===== config.mk =====
export PLATFORM = sky130hd
export DESIGN_NAME = arp_cache_engine
export DESIGN_NICKNAME = d
export VERILOG_FILES = /design/src/rtl/core/ace_pkg.sv /design/src/rtl/core/ace_ctrl.sv /design/src/rtl/core/ace_datapath.sv /design/src/rtl/core/arp_cache_engine.sv
export SDC_FILE = /design/constraint.sdc
export NUM_CORES = 1
export LEC_CHECK = 0
export ABC_AREA = 1
export BUFFER_PORTS_ARGS = -buffer_cell sky130_fd_sc_hd__buf_2
export CAP_MARGIN = 40
export CELL_PAD_IN_SITES_DETAIL_PLACEMENT = 1
export CELL_PAD_IN_SITES_GLOBAL_PLACEMENT = 2
export CORE_ASPECT_RATIO = 0.7
export CORE_MARGIN = 3
export CORE_UTILIZATION = 40
export DETAILED_ROUTE_END_ITERATION = 10
export PLACE_DENSITY = 0.74
export SYNTH_ARGS = -nofsm -noshare
export SYNTH_HDL_FRONTEND = slang
export SYNTH_SLANG_ARGS = --single-unit
export TNS_END_PERCENT = 10

===== constraint.sdc =====
create_clock -name clk -period 24.2 [get_ports clk]
set_clock_uncertainty 0.05 [all_clocks]
set_input_delay 4.84 -clock clk [delete_from_list [all_inputs] [get_ports clk]]
set_output_delay 4.84 -clock clk [all_outputs]
set_load 0.03 [all_outputs]

===== src/rtl/core/ace_pkg.sv =====
`default_nettype none

package ace_pkg;

  localparam int ENTRIES_DEF = 8;
  localparam logic [7:0] AGE_LIMIT_DEF = 8'd120;
  localparam logic [1:0] OP_REQUEST = 2'd1;
  localparam logic [1:0] OP_REPLY = 2'd2;
  localparam int CFG_IDX_W = 3;

  typedef enum logic [1:0] {
    ACT_TICK      = 2'd0,
    ACT_LEARN_IP  = 2'd1,
    ACT_LEARN_ARP = 2'd2,
    ACT_RESOLVE   = 2'd3
  } action_t;

  typedef enum logic [2:0] {
    STS_TICK_DONE = 3'd0,
    STS_REFRESHED = 3'd1,
    STS_CREATED   = 3'd2,
    STS_REPLACED  = 3'd3,
    STS_HIT       = 3'd4,
    STS_MISS      = 3'd5,
    STS_BCAST     = 3'd6,
    STS_IGNORED   = 3'd7
  } status_t;

  typedef enum logic [CFG_IDX_W-1:0] {
    CFG_OWN_IP    = 3'd0,
    CFG_NET_MASK  = 3'd1,
    CFG_GATEWAY   = 3'd2,
    CFG_BCAST_IP  = 3'd3,
    CFG_MAX_AGE   = 3'd4
  } cfg_reg_t;

  typedef enum logic [1:0] {
    CS_IDLE   = 2'd0,
    CS_SCAN   = 2'd1,
    CS_FINISH = 2'd2
  } ctrl_state_t;

  typedef struct packed {
    logic [1:0]  action;
    logic [31:0] ip_address;
    logic [47:0] mac_address;
    logic [31:0] arp_target_ip;
    logic [1:0]  arp_opcode;
  } in_word_t;

  typedef struct packed {
    logic [2:0]  status;
    logic [2:0]  slot;
    logic [47:0] resolved_mac;
    logic [31:0] next_hop_ip;
    logic        send_reply;
    logic [3:0]  expired_count;
  } out_word_t;

  typedef struct packed {
    logic [31:0] ip;
    logic [47:0] mac;
    logic [7:0]  stamp;
  } entry_t;

  typedef struct packed {
    logic start;
    logic issue;
    logic commit;
  } ctrl_cmd_t;

  typedef struct packed {
    logic out_free;
  } dp_status_t;

endpackage

`default_nettype wire


===== src/rtl/core/ace_ctrl.sv =====
`default_nettype none

module ace_ctrl
  import ace_pkg::*;
#(
  parameter int ENTRIES = ENTRIES_DEF
) (
  input  wire logic                         clk,
  input  wire logic                         rst,
  input  wire logic                         in_valid,
  output logic                              in_ready,
  input  wire dp_status_t                   sts,
  output ctrl_cmd_t                         cmd,
  output logic [$clog2(ENTRIES)-1:0]        rd_addr
);

  localparam int IDX_W = $clog2(ENTRIES);
  localparam int CNT_W = $clog2(ENTRIES + 1);

  ctrl_state_t state, state_next;
  logic [CNT_W-1:0] cnt, cnt_next;

  always_ff @(posedge clk) begin
    if (rst) begin
      state <= CS_IDLE;
      cnt   <= '0;
    end else begin
      state <= state_next;
      cnt   <= cnt_next;
    end
  end

  assign rd_addr = cnt[IDX_W-1:0];

  always_comb begin
    state_next = state;
    cnt_next   = cnt;
    in_ready   = 1'b0;
    cmd        = '0;
    case (state)
      CS_IDLE: begin
        in_ready = 1'b1;
        if (in_valid) begin
          cmd.start  = 1'b1;
          cnt_next   = '0;
          state_next = CS_SCAN;
        end
      end
      CS_SCAN: begin
        // read entry cnt; its compare happens in the cycle after
        if (cnt == CNT_W'(ENTRIES)) begin
          state_next = CS_FINISH;
        end else begin
          cmd.issue = 1'b1;
          cnt_next  = cnt + 1'b1;
        end
      end
      CS_FINISH: begin
        if (sts.out_free) begin
          cmd.commit = 1'b1;
          state_next = CS_IDLE;
        end
      end
      default: begin
        state_next = CS_IDLE;
      end
    endcase
  end

endmodule

`default_nettype wire


===== src/rtl/core/ace_datapath.sv =====
`default_nettype none

module ace_datapath
  import ace_pkg::*;
#(
  parameter int ENTRIES = ENTRIES_DEF
) (
  input  wire logic                         clk,
  input  wire logic                         rst,
  input  wire logic                         cfg_valid,
  input  wire logic [CFG_IDX_W-1:0]         cfg_index,
  input  wire logic [31:0]                  cfg_data,
  input  wire in_word_t                     in_word,
  input  wire ctrl_cmd_t                    cmd,
  input  wire logic [$clog2(ENTRIES)-1:0]   rd_addr,
  output dp_status_t                        sts,
  output logic                              out_valid,
  input  wire logic                         out_ready,
  output out_word_t                         out_word
);

  localparam int IDX_W = $clog2(ENTRIES);

  // configuration
  logic [31:0] own_ip, net_mask, gateway_ip, broadcast_ip;
  logic [7:0]  max_age;

  always_ff @(posedge clk) begin
    if (rst) begin
      own_ip       <= '0;
      net_mask     <= '0;
      gateway_ip   <= '0;
      broadcast_ip <= '1;
      max_age      <= AGE_LIMIT_DEF;
    end else if (cfg_valid) begin
      case (cfg_reg_t'(cfg_index))
        CFG_OWN_IP:   own_ip       <= cfg_data;
        CFG_NET_MASK: net_mask     <= cfg_data;
        CFG_GATEWAY:  gateway_ip   <= cfg_data;
        CFG_BCAST_IP: broadcast_ip <= cfg_data;
        CFG_MAX_AGE:  max_age      <= cfg_data[7:0];
        default: ;
      endcase
    end
  end

  // latched item and flags derived at accept
  action_t     act;
  logic [31:0] ip_r, key_r;
  logic [47:0] mac_r;
  logic [1:0]  opcode_r;
  logic        on_sub_r, bcast_r, arp_ok_r;
  logic        in_on_sub;

  assign in_on_sub = (in_word.ip_address & net_mask) == (own_ip & net_mask);

  always_ff @(posedge clk) begin
    if (cmd.start) begin
      act      <= action_t'(in_word.action);
      ip_r     <= in_word.ip_address;
      mac_r    <= in_word.mac_address;
      opcode_r <= in_word.arp_opcode;
      on_sub_r <= in_on_sub;
      bcast_r  <= in_word.ip_address == broadcast_ip;
      arp_ok_r <= (in_word.arp_target_ip == own_ip) &&
                  (in_word.arp_opcode == OP_REQUEST || in_word.arp_opcode == OP_REPLY);
      // resolve looks up the next hop; learns look up the sender
      if (action_t'(in_word.action) == ACT_RESOLVE && !in_on_sub) begin
        key_r <= gateway_ip;
      end else begin
        key_r <= in_word.ip_address;
      end
    end
  end

  // entry table
  entry_t             mem [ENTRIES];
  entry_t             rd_data;
  logic [IDX_W-1:0]   rd_slot;
  logic               rd_live;
  logic [ENTRIES-1:0] valid;
  logic [7:0]         tick_clock;

  always_ff @(posedge clk) begin
    if (cmd.issue) begin
      rd_data <= mem[rd_addr];
      rd_slot <= rd_addr;
    end
  end

  always_ff @(posedge clk) begin
    if (rst) begin
      rd_live <= 1'b0;
    end else begin
      rd_live <= cmd.issue;
    end
  end

  // scan accumulators
  logic             match_found, empty_found;
  logic [IDX_W-1:0] match_idx, empty_idx, best_idx;
  logic [47:0]      match_mac;
  logic [7:0]       best_age;
  logic [3:0]       expired;
  logic             cur_valid, cur_hit, cur_expire;
  logic [7:0]       cur_age;

  assign cur_valid  = valid[rd_slot];
  assign cur_hit    = cur_valid && (rd_data.ip == key_r);
  assign cur_age    = tick_clock - rd_data.stamp;
  assign cur_expire = rd_live && (act == ACT_TICK) && cur_valid && (cur_age >= max_age);

  always_ff @(posedge clk) begin
    if (cmd.start) begin
      match_found <= 1'b0;
      empty_found <= 1'b0;
      match_idx   <= '0;
      empty_idx   <= '0;
      best_idx    <= '0;
      best_age    <= '0;
      expired     <= '0;
    end else if (rd_live) begin
      if (cur_hit && !match_found) begin
        match_found <= 1'b1;
        match_idx   <= rd_slot;
        match_mac   <= rd_data.mac;
      end
      if (!cur_valid && !empty_found) begin
        empty_found <= 1'b1;
        empty_idx   <= rd_slot;
      end
      // strict compare keeps the first of equal ages
      if (cur_age > best_age) begin
        best_age <= cur_age;
        best_idx <= rd_slot;
      end
      if (cur_expire && expired != 4'd15) begin
        expired <= expired + 4'd1;
      end
    end
  end

  // commit decision
  out_word_t        out_next;
  logic             do_write;
  logic [IDX_W-1:0] pick;

  always_comb begin
    out_next = '0;
    do_write = 1'b0;
    pick     = best_idx;
    out_next.status = STS_IGNORED;
    if (match_found) begin
      pick = match_idx;
    end else if (empty_found) begin
      pick = empty_idx;
    end
    case (act)
      ACT_TICK: begin
        out_next.status        = STS_TICK_DONE;
        out_next.expired_count = expired;
      end
      ACT_LEARN_IP, ACT_LEARN_ARP: begin
        if ((act == ACT_LEARN_IP) ? on_sub_r : arp_ok_r) begin
          do_write             = 1'b1;
          out_next.slot        = 3'(pick);
          out_next.next_hop_ip = ip_r;
          out_next.send_reply  = (act == ACT_LEARN_ARP) && (opcode_r == OP_REQUEST);
          if (match_found) begin
            out_next.status = STS_REFRESHED;
          end else if (empty_found) begin
            out_next.status = STS_CREATED;
          end else begin
            out_next.status = STS_REPLACED;
          end
        end
      end
      ACT_RESOLVE: begin
        if (bcast_r) begin
          out_next.status       = STS_BCAST;
          out_next.resolved_mac = '1;
          out_next.next_hop_ip  = ip_r;
        end else begin
          out_next.next_hop_ip = key_r;
          if (match_found) begin
            out_next.status       = STS_HIT;
            out_next.slot         = 3'(match_idx);
            out_next.resolved_mac = match_mac;
          end else begin
            out_next.status = STS_MISS;
          end
        end
      end
      default: ;
    endcase
  end

  always_ff @(posedge clk) begin
    if (cmd.commit && do_write) begin
      mem[pick] <= '{ip: ip_r, mac: mac_r, stamp: tick_clock};
    end
  end

  always_ff @(posedge clk) begin
    if (rst) begin
      valid      <= '0;
      tick_clock <= '0;
    end else begin
      if (cur_expire) begin
        valid[rd_slot] <= 1'b0;
      end
      if (cmd.commit && do_write) begin
        valid[pick] <= 1'b1;
      end
      if (cmd.commit && act == ACT_TICK) begin
        tick_clock <= tick_clock + 8'd1;
      end
    end
  end

  // output word register
  assign sts.out_free = !out_valid || out_ready;

  always_ff @(posedge clk) begin
    if (rst) begin
      out_valid <= 1'b0;
    end else if (cmd.commit) begin
      out_valid <= 1'b1;
    end else if (out_ready) begin
      out_valid <= 1'b0;
    end
  end

  always_ff @(posedge clk) begin
    if (cmd.commit) begin
      out_word <= out_next;
    end
  end

endmodule

`default_nettype wire


===== src/rtl/core/arp_cache_engine.sv =====
`default_nettype none

// IPv4-to-MAC cache of ENTRIES entries with tick-based aging. Each request
// word (tick, learn from IP, learn from ARP, resolve) scans the table one
// entry per cycle through the single read port of the entry memory, then
// commits: the result word is written into the output register once that
// register is free. The engine works on one word at a time and takes the
// next word only after that commit, back in its idle state. The
// result sits in an output register, so a new request word is taken while the
// previous result still waits for out_ready; its commit then waits until the
// register frees. Configuration writes are taken at any time (cfg_ready is
// always high) and must only be issued while the engine is idle. Valid bits
// clear on reset; no clearing pass is needed.

module arp_cache_engine
  import ace_pkg::*;
#(
  parameter int ENTRIES = ENTRIES_DEF
) (
  input  wire logic                 clk,
  input  wire logic                 rst,
  input  wire logic                 in_valid,
  output logic                      in_ready,
  input  wire in_word_t             in_word,
  output logic                      out_valid,
  input  wire logic                 out_ready,
  output out_word_t                 out_word,
  input  wire logic                 cfg_valid,
  output logic                      cfg_ready,
  input  wire logic [CFG_IDX_W-1:0] cfg_index,
  input  wire logic [31:0]          cfg_data
);

  ctrl_cmd_t                    cmd;
  dp_status_t                   sts;
  logic [$clog2(ENTRIES)-1:0]   rd_addr;

  assign cfg_ready = 1'b1;

  ace_ctrl #(
    .ENTRIES (ENTRIES)
  ) u_ctrl (
    .clk      (clk),
    .rst      (rst),
    .in_valid (in_valid),
    .in_ready (in_ready),
    .sts      (sts),
    .cmd      (cmd),
    .rd_addr  (rd_addr)
  );

  ace_datapath #(
    .ENTRIES (ENTRIES)
  ) u_dp (
    .clk       (clk),
    .rst       (rst),
    .cfg_valid (cfg_valid),
    .cfg_index (cfg_index),
    .cfg_data  (cfg_data),
    .in_word   (in_word),
    .cmd       (cmd),
    .rd_addr   (rd_addr),
    .sts       (sts),
    .out_valid (out_valid),
    .out_ready (out_ready),
    .out_word  (out_word)
  );

endmodule

`default_nettype wire


## Yosys cells after proc, flatten, opt, wreduce, memory -nomap -nowiden

Memories as Yosys holds them, arrays and structs flattened. A register that Yosys moved wholly into a read port is not among the register bits.
Index checks and enable logic that the tools add are counted.

- Add/subtract/negate cells: 4
- $mul: 0
- Muxes and demuxes: 45
- Bitwise logic cells: 6
- Divide/modulo/power cells: 0
- Shifts and indexed selects: 0
- Magnitude comparators: 6
- Reduce and logical (&&, ||, !) cells: 40
- Equality and inequality tests: 23

Operator list:

| kind | count |
|---|---|
| $eq 32x32->1 | 4 |
| $mux 80 | 1 |
| $and 32x32->32 | 2 |
| $pmux 32 s2 | 1 |
| $mux 51 | 1 |
| $mux 33 | 1 |
| $mux 32 | 1 |
| $mux 8 | 3 |
| $reduce_and 2->1 | 10 |
| $mux 1 | 19 |
| $logic_and 1x1->1 | 14 |
| $mux 3 | 4 |
| $eq 2x2->1 const B | 5 |
| $pmux 3 s3 | 1 |
| $reduce_and 3->1 | 3 |
| $add 4x1->4 const B | 2 |
| $add 8x1->8 const B | 1 |
| $and 8x8->8 | 1 |
| $eq 2x1->1 const B | 4 |
| $ge 8x8->1 | 1 |
| $gt 8x8->1 | 1 |
| $lt 3x4->1 const B | 2 |
| $mux 2 | 4 |
| $mux 4 | 2 |
| other kinds (24) | 36 |

- Register bits after elaboration: 444
- Memories: 1
- Memory bits (writable): 704
- Output and inout port bits: 94
- Memory bits (read-only): 0
- Bits in latches: 0
- Bits of input ports: 156
- Logic and storage cells: 159

Memory list:

| name | depth | width | rd ports | clocked after memory_dff | write ports | RTL line | RTL |
|---|---|---|---|---|---|---|---|
| u_dp.mem | 8 | 88 | 1 | 1 | 1 | ace_datapath.sv:77 | `entry_t mem [ENTRIES];` |

## Logic depth before layout (Yosys ltp)

Gate-level depths: netlist (run 1).

- Depth in word-level cells: 10
- Gate-level depth with buffers: 18
- Depth with buffers taken out: 17

## Modules after synthesis

From an unflattened synthesis (run 1), not the netlist that was laid out.

- Cells, all modules: 4215
- Area, all modules: 48995.7 um^2

Modules (own cells, without submodules):

| module | times used | cells each | sequential area each (um^2) | area each (um^2) |
|---|---|---|---|---|
| ace_datapath | 1 | 4160 | 35163.7 | 48592.9 |
| ace_ctrl | 1 | 53 | 120.1 | 391.6 |
| arp_cache_engine | 1 | 2 | 0.0 | 11.3 |

## Least setup slack after synthesis (run 1)

OpenSTA, ideal clock, no wires.

- Path type: input to register
- Start: input in_valid
- End: register u_dp.match_mac[0], enable pin
- Setup slack: 12.059 ns
- Buffers on the path: 1
- Arrival time: 11.254 ns
- Data required time: 23.313 ns
- Library setup time: 0.837 ns
- Stages: 4
- Cell sequence: nand2_1 > inv_1 > buf_1 > nor2_1

RTL lines:

| what | RTL line | RTL |
|---|---|---|
| start, declared | arp_cache_engine.sv:22 | `input wire logic in_valid,` |
| end signal, assigned | ace_datapath.sv:126 | `match_mac <= rd_data.mac;` |
| end, declared | ace_datapath.sv:102 | `logic [47:0] match_mac;` |

## Final worst setup path (run 1)

- Start: input out_ready
- End: memory u_dp.mem[3][59] in the netlist's numbering, enable pin

- Word-level cells in the longest chain between the ends: 6

Ends and longest elaborated chain:

| what | RTL line | RTL |
|---|---|---|
| start, declared | arp_cache_engine.sv:26 | `input wire logic out_ready,` |
| $logic_or 1x1->1 | ace_datapath.sv:222 | `assign sts.out_free = !out_valid \|\| out_ready;` |
| $mux 1 | ace_ctrl.sv:59 | `if (sts.out_free) begin` |
| $mux 1 | ace_ctrl.sv:40 | `case (state)` |
| $logic_and 1x1->1 | ace_datapath.sv:199 | `if (cmd.commit && do_write) begin` |
| $mux 1 | ace_datapath.sv:199 |  |
| $mux 1 (not written as such) | ace_datapath.sv:200 | `mem[pick] <= '{ip: ip_r, mac: mac_r, stamp: tick_clock};` |
| end, declared | ace_datapath.sv:77 |  |

Every way passes these cells.

==> results.md, run 1 <==
- Top post-synthesis cells by count: edfxtp_1 (1053), nor2_1 (874), o21ai_0 (512)
- DP HPWL: a little under 90000 µm
- GR Util All Layers: 0.216
- First-pass GRT wire length: 209000 µm
- Setup TNS: 0 ps
- CTS tree: yes
- Die Area: 126000 µm²
- Port Buffer Count: about 250
- Nature of the critical path endpoint: flop
- Status: complete, no violations
- Drc violations: 0
- Setup WS post-layout: about 17000 ps
- LEAKAGE: 20.0 nW
- Crit path time final: just over 7000 ps
- Fin crit share: 0.293
- Initial drt markers: 2608
- Fin util: 0.462
- Most numerous cell in the Yosys netlist: edfxtp_1
- Initial antenna violation count: 2
- Num CTS Buffers: 119
- Sequential fraction of the synthesis area: 0.726
- Die H: 298 µm
- Clock network power share: 0.398
- Ant diodes: 0
- Synth Warn #: 0
- Syn Nets: 4327
- Most frequently used flop master after synthesis: edfxtp_1
- Area grow syn2layout: 14.0%
- Critical Path RT: 24480 ps
- Synth Register Bits: 1236
- Fmax: roughly 140 MHz
- Ports: between 200 and 300
- Cell area after synthesis: 48600 µm²
- Worst path cell trace: buf_2, nor2_1, nor3_1, inv_1, nor2_1, nand2_1, inv_4, buf_4
- RSZ-0062 raised after global routing: false
- Global route overflow: 0
- Largest net degree at the start of global routing: about 210
- Sequential Power Share: 0.521
- Critical path fanouts, max: 47
- Worst Hold Class: reg -> reg
- Core area: about 120000 µm²
- Largest cells by area after synthesis: edfxtp_1 (65%), dfxtp_1 (7.5%), nor2_1 (6.7%)
- Clk Tree Root Cell: clkbuf_16
- Row count: 106
- Non-Filler Instances: 6052
- Cell area after layout: 55400 µm²
- Clock slew at reported path FFs: 60 ps
- # clock sinks: 1236
- WP data arrival: 7360 ps
- Vias post-DR: about 32000
- Worst-case clock buffer depth: 3
- Initial Util: 0.405
- Worst slack at placement: 16370 ps
- P_sw: 1.14 mW
- Post-Place Cell Area: ~52000 µm²
- Routed wire length: ~140000 µm
- Vias in the first global route: 32253
- Post-route ant nets: 0
- Ys async rst share: 0
- Slew @ Worst Pin: 1070 ps
- GPL Wtd Cong: approximately 0.86
- Post-synth EDFFs: around 1100
- Setup Viol. Count Final: 0
- Most frequent CP cell: nor2_1
- DP Cell Count: 5831
- Max H-tree Level: 3
- Number of vias per cell: roughly 5.3
- WS Path Type: in -> reg
- Rel. slew slack: 0.288
- Clk_lat worst skew: between 700 and 800 ps
- Hold Fails Final Rpt: 0
- Post-synth top area cell: edfxtp_1
- CP peak stage delay: around 740 ps
- Worst hold slack: 368 ps
- Synth top area share: 0.650
- Pwr Total: 4.69 mW
- Number of distinct library cells after synthesis: 44
- Synthesized netlist cell count: 4139
- Max-cap violations: 0
- Delay-heaviest family, CP: buffers and inverters
- Startpoint types: input port
- Die width: 423 µm
- CTS resizes: 0
- Comb pwr share: 0.081
- CP Buf/Inv Count: 4
- Net Sw Frac: 0.244
- Average routed wire per standard cell: 22.8 µm
- Nets@finish: 4520
- Post-CTS Setup Bufs: 0
- Share of layout cells above drive strength 1: 0.114
- First-pass detailed-route iteration total: 8
- Peak supply drop: 54.5 µV
- Synth Area per Inst: 11.7 µm²
- Final Slew Violations: 0
- Slowest CP cell: buf_4
- Int Pwr: ~3.5 mW
- CTS Hold Buffers Added: 0
- P per Cell Area: between 80 and 90 nW/µm²
## power by group through the flow
stage	combinational, mW	sequential (mW)	clock (mW)
detailed placement	0.385	2.49	0
finish	0.382	2.44	1.87
global placement	0.374	2.49	0
floorplan	0.239	2.47	0
global route	0.429	2.45	2.00
CTS	0.387	2.44	1.91
## state kept, by name, indices dropped and copies added, names as in the netlist, 32 cells and up
name               cells
u_dp.ip_r             32
u_dp.match_mac        48
u_dp.net_mask         32
u_dp.own_ip           32
u_dp.key_r            32
u_dp.mac_r            48
u_dp.broadcast_ip     32
u_dp.out_word         91
u_dp.rd_data          88
u_dp.gateway_ip       32
u_dp.mem             704
## kinds of logic (layout without fill, tap and decap cells)
| family | count (synthesis) | count (layout) | share of synthesized area |
|---|---|---|---|
| buffers and inverters | 402 | 695 | 0.0339 |
| and+or+nand+nor | 1577 | 1577 | 0.130 |
| AOI/OAI and AO/OA | 832 | 832 | 0.0916 |
| other | 1 | 1 | 0.0000771 |
| DFF | 1236 | 1236 | 0.726 |
| adders and majority gates | 32 | 32 | 0.00839 |
| xor gates and xnor gates | 59 | 59 | 0.0106 |
## per-layer routing
layer | up-vias | share of wire | global-route usage
met2 | 651 | 0.45 | 0.332
li1 | 14951 | - | -
met1 | 16190 | 0.49 | 0.331
met4 | 2 | 0.015 | 0.0398
met5 | - | 0.000094 | 0
met3 | 142 | 0.044 | 0.0271
## placed cells by master (no fill, tap or decap), drive strengths merged, types with 3 or more instances in the layout
master	count
xnor2	37
nand3	165
a31oi	93
ha	31
bufinv	11
o22ai	93
nor4	4
edfxtp	1053
buf	296
clkbuf	158
nand4	19
a221oi	3
dfxtp	183
nor3	24
o21a	3
nor2	877
clkinv	51
o211ai	7
xor2	22
o21ai	515
clkinvlp	5
or2	21
inv	173
nand2	462
a21oi	111
## worst reg2reg max path, delay by kind of cell (launching register included)
family / cells / cell delay [ps]
AOI/OAI and AO/OA: 3 / 1110
and+or+nand+nor: 1 / 70
DFF: 1 / 800
buffers and inverters: 3 / 2120
## final cells by class
cell class,count,area [µm²]
Multi-Input combinational cell,2501,11700
Timing Repair Buffer,297,1790
Inverter,177,711
Sequential cell,1236,35300
Clock inverter,63,648
Clock buffer,158,3230
Tap cell,1620,2030
Fill cell,12604,64600
## worst paths after layout
path | startpoint | slack, ps | endpoint | depth (start not counted)
worst max-delay path | out_ready | 17120 | u_dp.mem[3][59] | 8
worst min-delay path | u_dp.rd_data[13] | 370 | u_dp.match_mac[5] | 0
worst max register to register | u_ctrl.cnt[0] | 19780 | u_dp.rd_data[4] | 7
worst min register to register | u_dp.rd_data[13] | 370 | u_dp.match_mac[5] | 0
Power figures use the tool's default switching activity.
==> inputs of run 2 (changes only) <==
--- a/config.mk
+++ b/config.mk
@@ -5,7 +5,7 @@
 export SDC_FILE = /design/constraint.sdc
 export NUM_CORES = 1
 export LEC_CHECK = 0
-export ABC_AREA = 1
+export ABC_AREA = 0
 export BUFFER_PORTS_ARGS = -buffer_cell sky130_fd_sc_hd__buf_2
 export CAP_MARGIN = 40
 export CELL_PAD_IN_SITES_DETAIL_PLACEMENT = 1
@@ -14,7 +14,7 @@
 export CORE_MARGIN = 3
 export CORE_UTILIZATION = 40
 export DETAILED_ROUTE_END_ITERATION = 10
-export PLACE_DENSITY = 0.74
+export PLACE_DENSITY = 0.71
 export SYNTH_ARGS = -nofsm -noshare
 export SYNTH_HDL_FRONTEND = slang
 export SYNTH_SLANG_ARGS = --single-unit
==> constraint.sdc (replaced) <==
create_clock -name clk -period 5.9 [get_ports clk]
set_clock_uncertainty 0.05 [all_clocks]
set_input_delay 1.18 -clock clk [delete_from_list [all_inputs] [get_ports clk]]
set_output_delay 1.18 -clock clk [all_outputs]
set_load 0.03 [all_outputs]
==> run 2 against run 1 <==
Against the previous run:
- die area decreased by 2.3%
- via count decreased by 22%
- combinational power increased by 110%
- first-iteration DRC count down 18%
- sequential power grew to 4.0 times the previous value
- wire length shrank 11%
- largest power group unchanged
- power grew to 3.8 times the previous value
==> results.md, run 2 <==
- Critical Path RT: between 6000 and 7000 ps
- Ys async rst share: 0
- Cell area after synthesis: 47500 µm²
- WP data arrival: 4530 ps
- # clock sinks: about 1200
- Final Slew Violations: 0
- Cell area after layout: 54700 µm²
- Startpoint types: flop
- Slowest CP cell: dfxtp_1
- Max reg flops: 704
- Most numerous cell in the Yosys netlist: edfxtp_1
- Hold Fails Final Rpt: 0
- WS Path Type: reg -> reg
- Hold Path Stages: 0
- Syn Nets: 2903
- Routed wire length: ~120000 µm
- Commonest cells after routing, fill and taps aside: edfxtp_1 (1053), nand2_1 (300), buf_2 (247)
- Worst Hold Class: reg -> reg
- Drc violations: 0
- Setup Viol. Count Final: 0
- Post-synth top area cell: edfxtp_1
- CTS Hold Buffers Added: 0
- Commonest non-fill, non-tap cell in the layout: edfxtp_1
- CTS tree: yes
- Synth top area share: 0.666
- Non-Filler Instances: 4659
- Synthesized netlist cell count: ~2700
- P per Cell Area: 328 nW/µm²
- Peak supply drop: between 200 and 250 µV
- Largest regs: u_dp.mem: 704 flops, u_dp.out_word: 91 flops, u_dp.rd_data: 88 flops
- Largest net degree at the start of global routing: 87
- First-pass detailed-route iteration total: 5
- Worst slack at placement: 1880 ps
- Synth Area per Inst: 17.5 µm²
- Setup WS post-layout: 1930 ps
- Number of distinct library cells after synthesis: 56
- Post-synth EDFFs: 1053
- Sequential fraction of the synthesis area: 0.743
- Delay-heaviest family, CP: compound AO/OA/AOI/OAI gates
- Clk_lat worst skew: between 700 and 800 ps
- Largest cells by area after synthesis: edfxtp_1 (67%), mux4_2 (8.4%), dfxtp_1 (7.7%)
- Ports: 250
- Initial drt markers: 2148
- WP depth: 15
- Most frequently used flop master after synthesis: edfxtp_1
- CTS resizes: 0
- Nets@finish: 3194
- GR Util All Layers: 0.199
- DP HPWL: 76600 µm
- Crit path time final: 3970 ps
- R2R depth: 15
- Share of layout cells above drive strength 1: 0.259
- Synth Register Bits: about 1200
- Vias in the first global route: 26610
- Worst-case clock buffer depth: 3
- Fin crit share: 0.672
- RSZ-0062 raised after global routing: false
- LEAKAGE: 18.2 nW
- Synth Warn #: 0
- Fmax: 252 MHz
- Clock slew at reported path FFs: ~70 ps
- Worst path cell trace: inv_1, ha_1, fa_1, nor2b_1, o21a_1, o21a_1, o311ai_0, buf_1, ha_1, nand4_1, o21ai_0, nor2_1, o21ai_1, nand2_1, a211oi_1
- Critical path fanouts, max: 12
- Top post-synthesis cells by count: edfxtp_1 (1053), nand2_1 (300), dfxtp_1 (183)
- Number of vias per cell: 5.38
- Setup TNS: 0 ps
- Global route overflow: 0
- Nature of the critical path endpoint: flop
- Row count: 105
- Max H-tree Level: 3
- CP peak stage delay: 570 ps
- Die Area: 123000 µm²
- Status: complete, no violations
- Num CTS Buffers: ~120
- Max-cap violations: 0
- Post-route ant nets: 0
- Slew @ Worst Pin: 898 ps
- First-pass GRT wire length: 181000 µm
- Area grow syn2layout: 15.2%
- Core area: 117000 µm²
- Average routed wire per standard cell: 26.3 µm
- Vias post-DR: 25045
- Post-CTS Setup Bufs: 0
- GPL Wtd Cong: 0.871
- Port Buffer Count: 248
- Initial antenna violation count: 4
- DP Cell Count: 4438
- Pwr Total: ~18 mW
- Rel. slew slack: 0.401
- Die H: 294 µm
- Die width: 418 µm
- CP Buf/Inv Count: 2
- Post-Place Cell Area: 50900 µm²
- Initial Util: 0.404
- Clk Tree Root Cell: clkbuf_16
- Reg with most FFs: u_dp.mem
==> run 2: layout make-up <==
cell class / count / area [µm²]
sequential: 1236 / 35300
inverter: 33 / 129
timing repair buffer: 307 / 1950
antenna: 1 / 2.50
multi-input combinational: 1311 / 11600
tap: 1551 / 1940
clock buffer: 148 / 3100
fill: 11256 / 62800
clock inverter: 72 / 653
==> run 2: final timing paths <==
kind / from / endpoint / slack (ps)
max: u_dp.tick_clock[0] / u_dp.best_age[0] / 1930
min: u_dp.rd_data[17] / u_dp.match_mac[9] / 370
max reg2reg: u_dp.tick_clock[0] / u_dp.best_age[0] / 1930
min reg2reg: u_dp.rd_data[17] / u_dp.match_mac[9] / 370
==> run 2: kinds of logic after synthesis <==
kind of cell / Yosys count / share of synthesized area
buffers and inverters: 168 / 0.0143
flip-flops: 1236 / 0.743
adder cells (fa/ha/maj): 32 / 0.00859
other: 1 / 0.0000790
AND/OR/NAND/NOR: 546 / 0.0529
AO/OA/AOI/OAI: 281 / 0.0371
multiplexers: 310 / 0.118
XOR/XNOR: 141 / 0.0260
==> run 2: routing by layer <==
layer,part of all wire,track usage
met1,0.46,0.289
met2,0.47,0.316
met3,0.049,0.0330
met4,0.019,0.0445
met5,0.00033,0
==> run 2: through the flow <==
stage / utilization / hold WS, ps
after floorplan: - / 350
after global placement: 0.431 / 353
after detailed placement: 0.434 / 356
after CTS: 0.466 / 368
after global routing: 0.466 / 374
final: 0.466 / 370
==> run 2: worst register-to-register path, cell delays in order (launching register included) <==
cell	delay, ps
dfxtp_1	570
inv_1	100
ha_1	240
fa_1	410
nor2b_1	140
o21a_1	160
o21a_1	140
o311ai_0	150
buf_1	190
ha_1	320
nand4_1	120
o21ai_0	290
nor2_1	100
o21ai_1	410
nand2_1	170
a211oi_1	290
==> run 2: power by group <==
part / internal [mW] / total [mW] / switching (mW)
clock network: 4.05 / 7.38 / 3.33
logic: 0.346 / 0.813 / 0.467
registers: 9.60 / 9.75 / 0.150
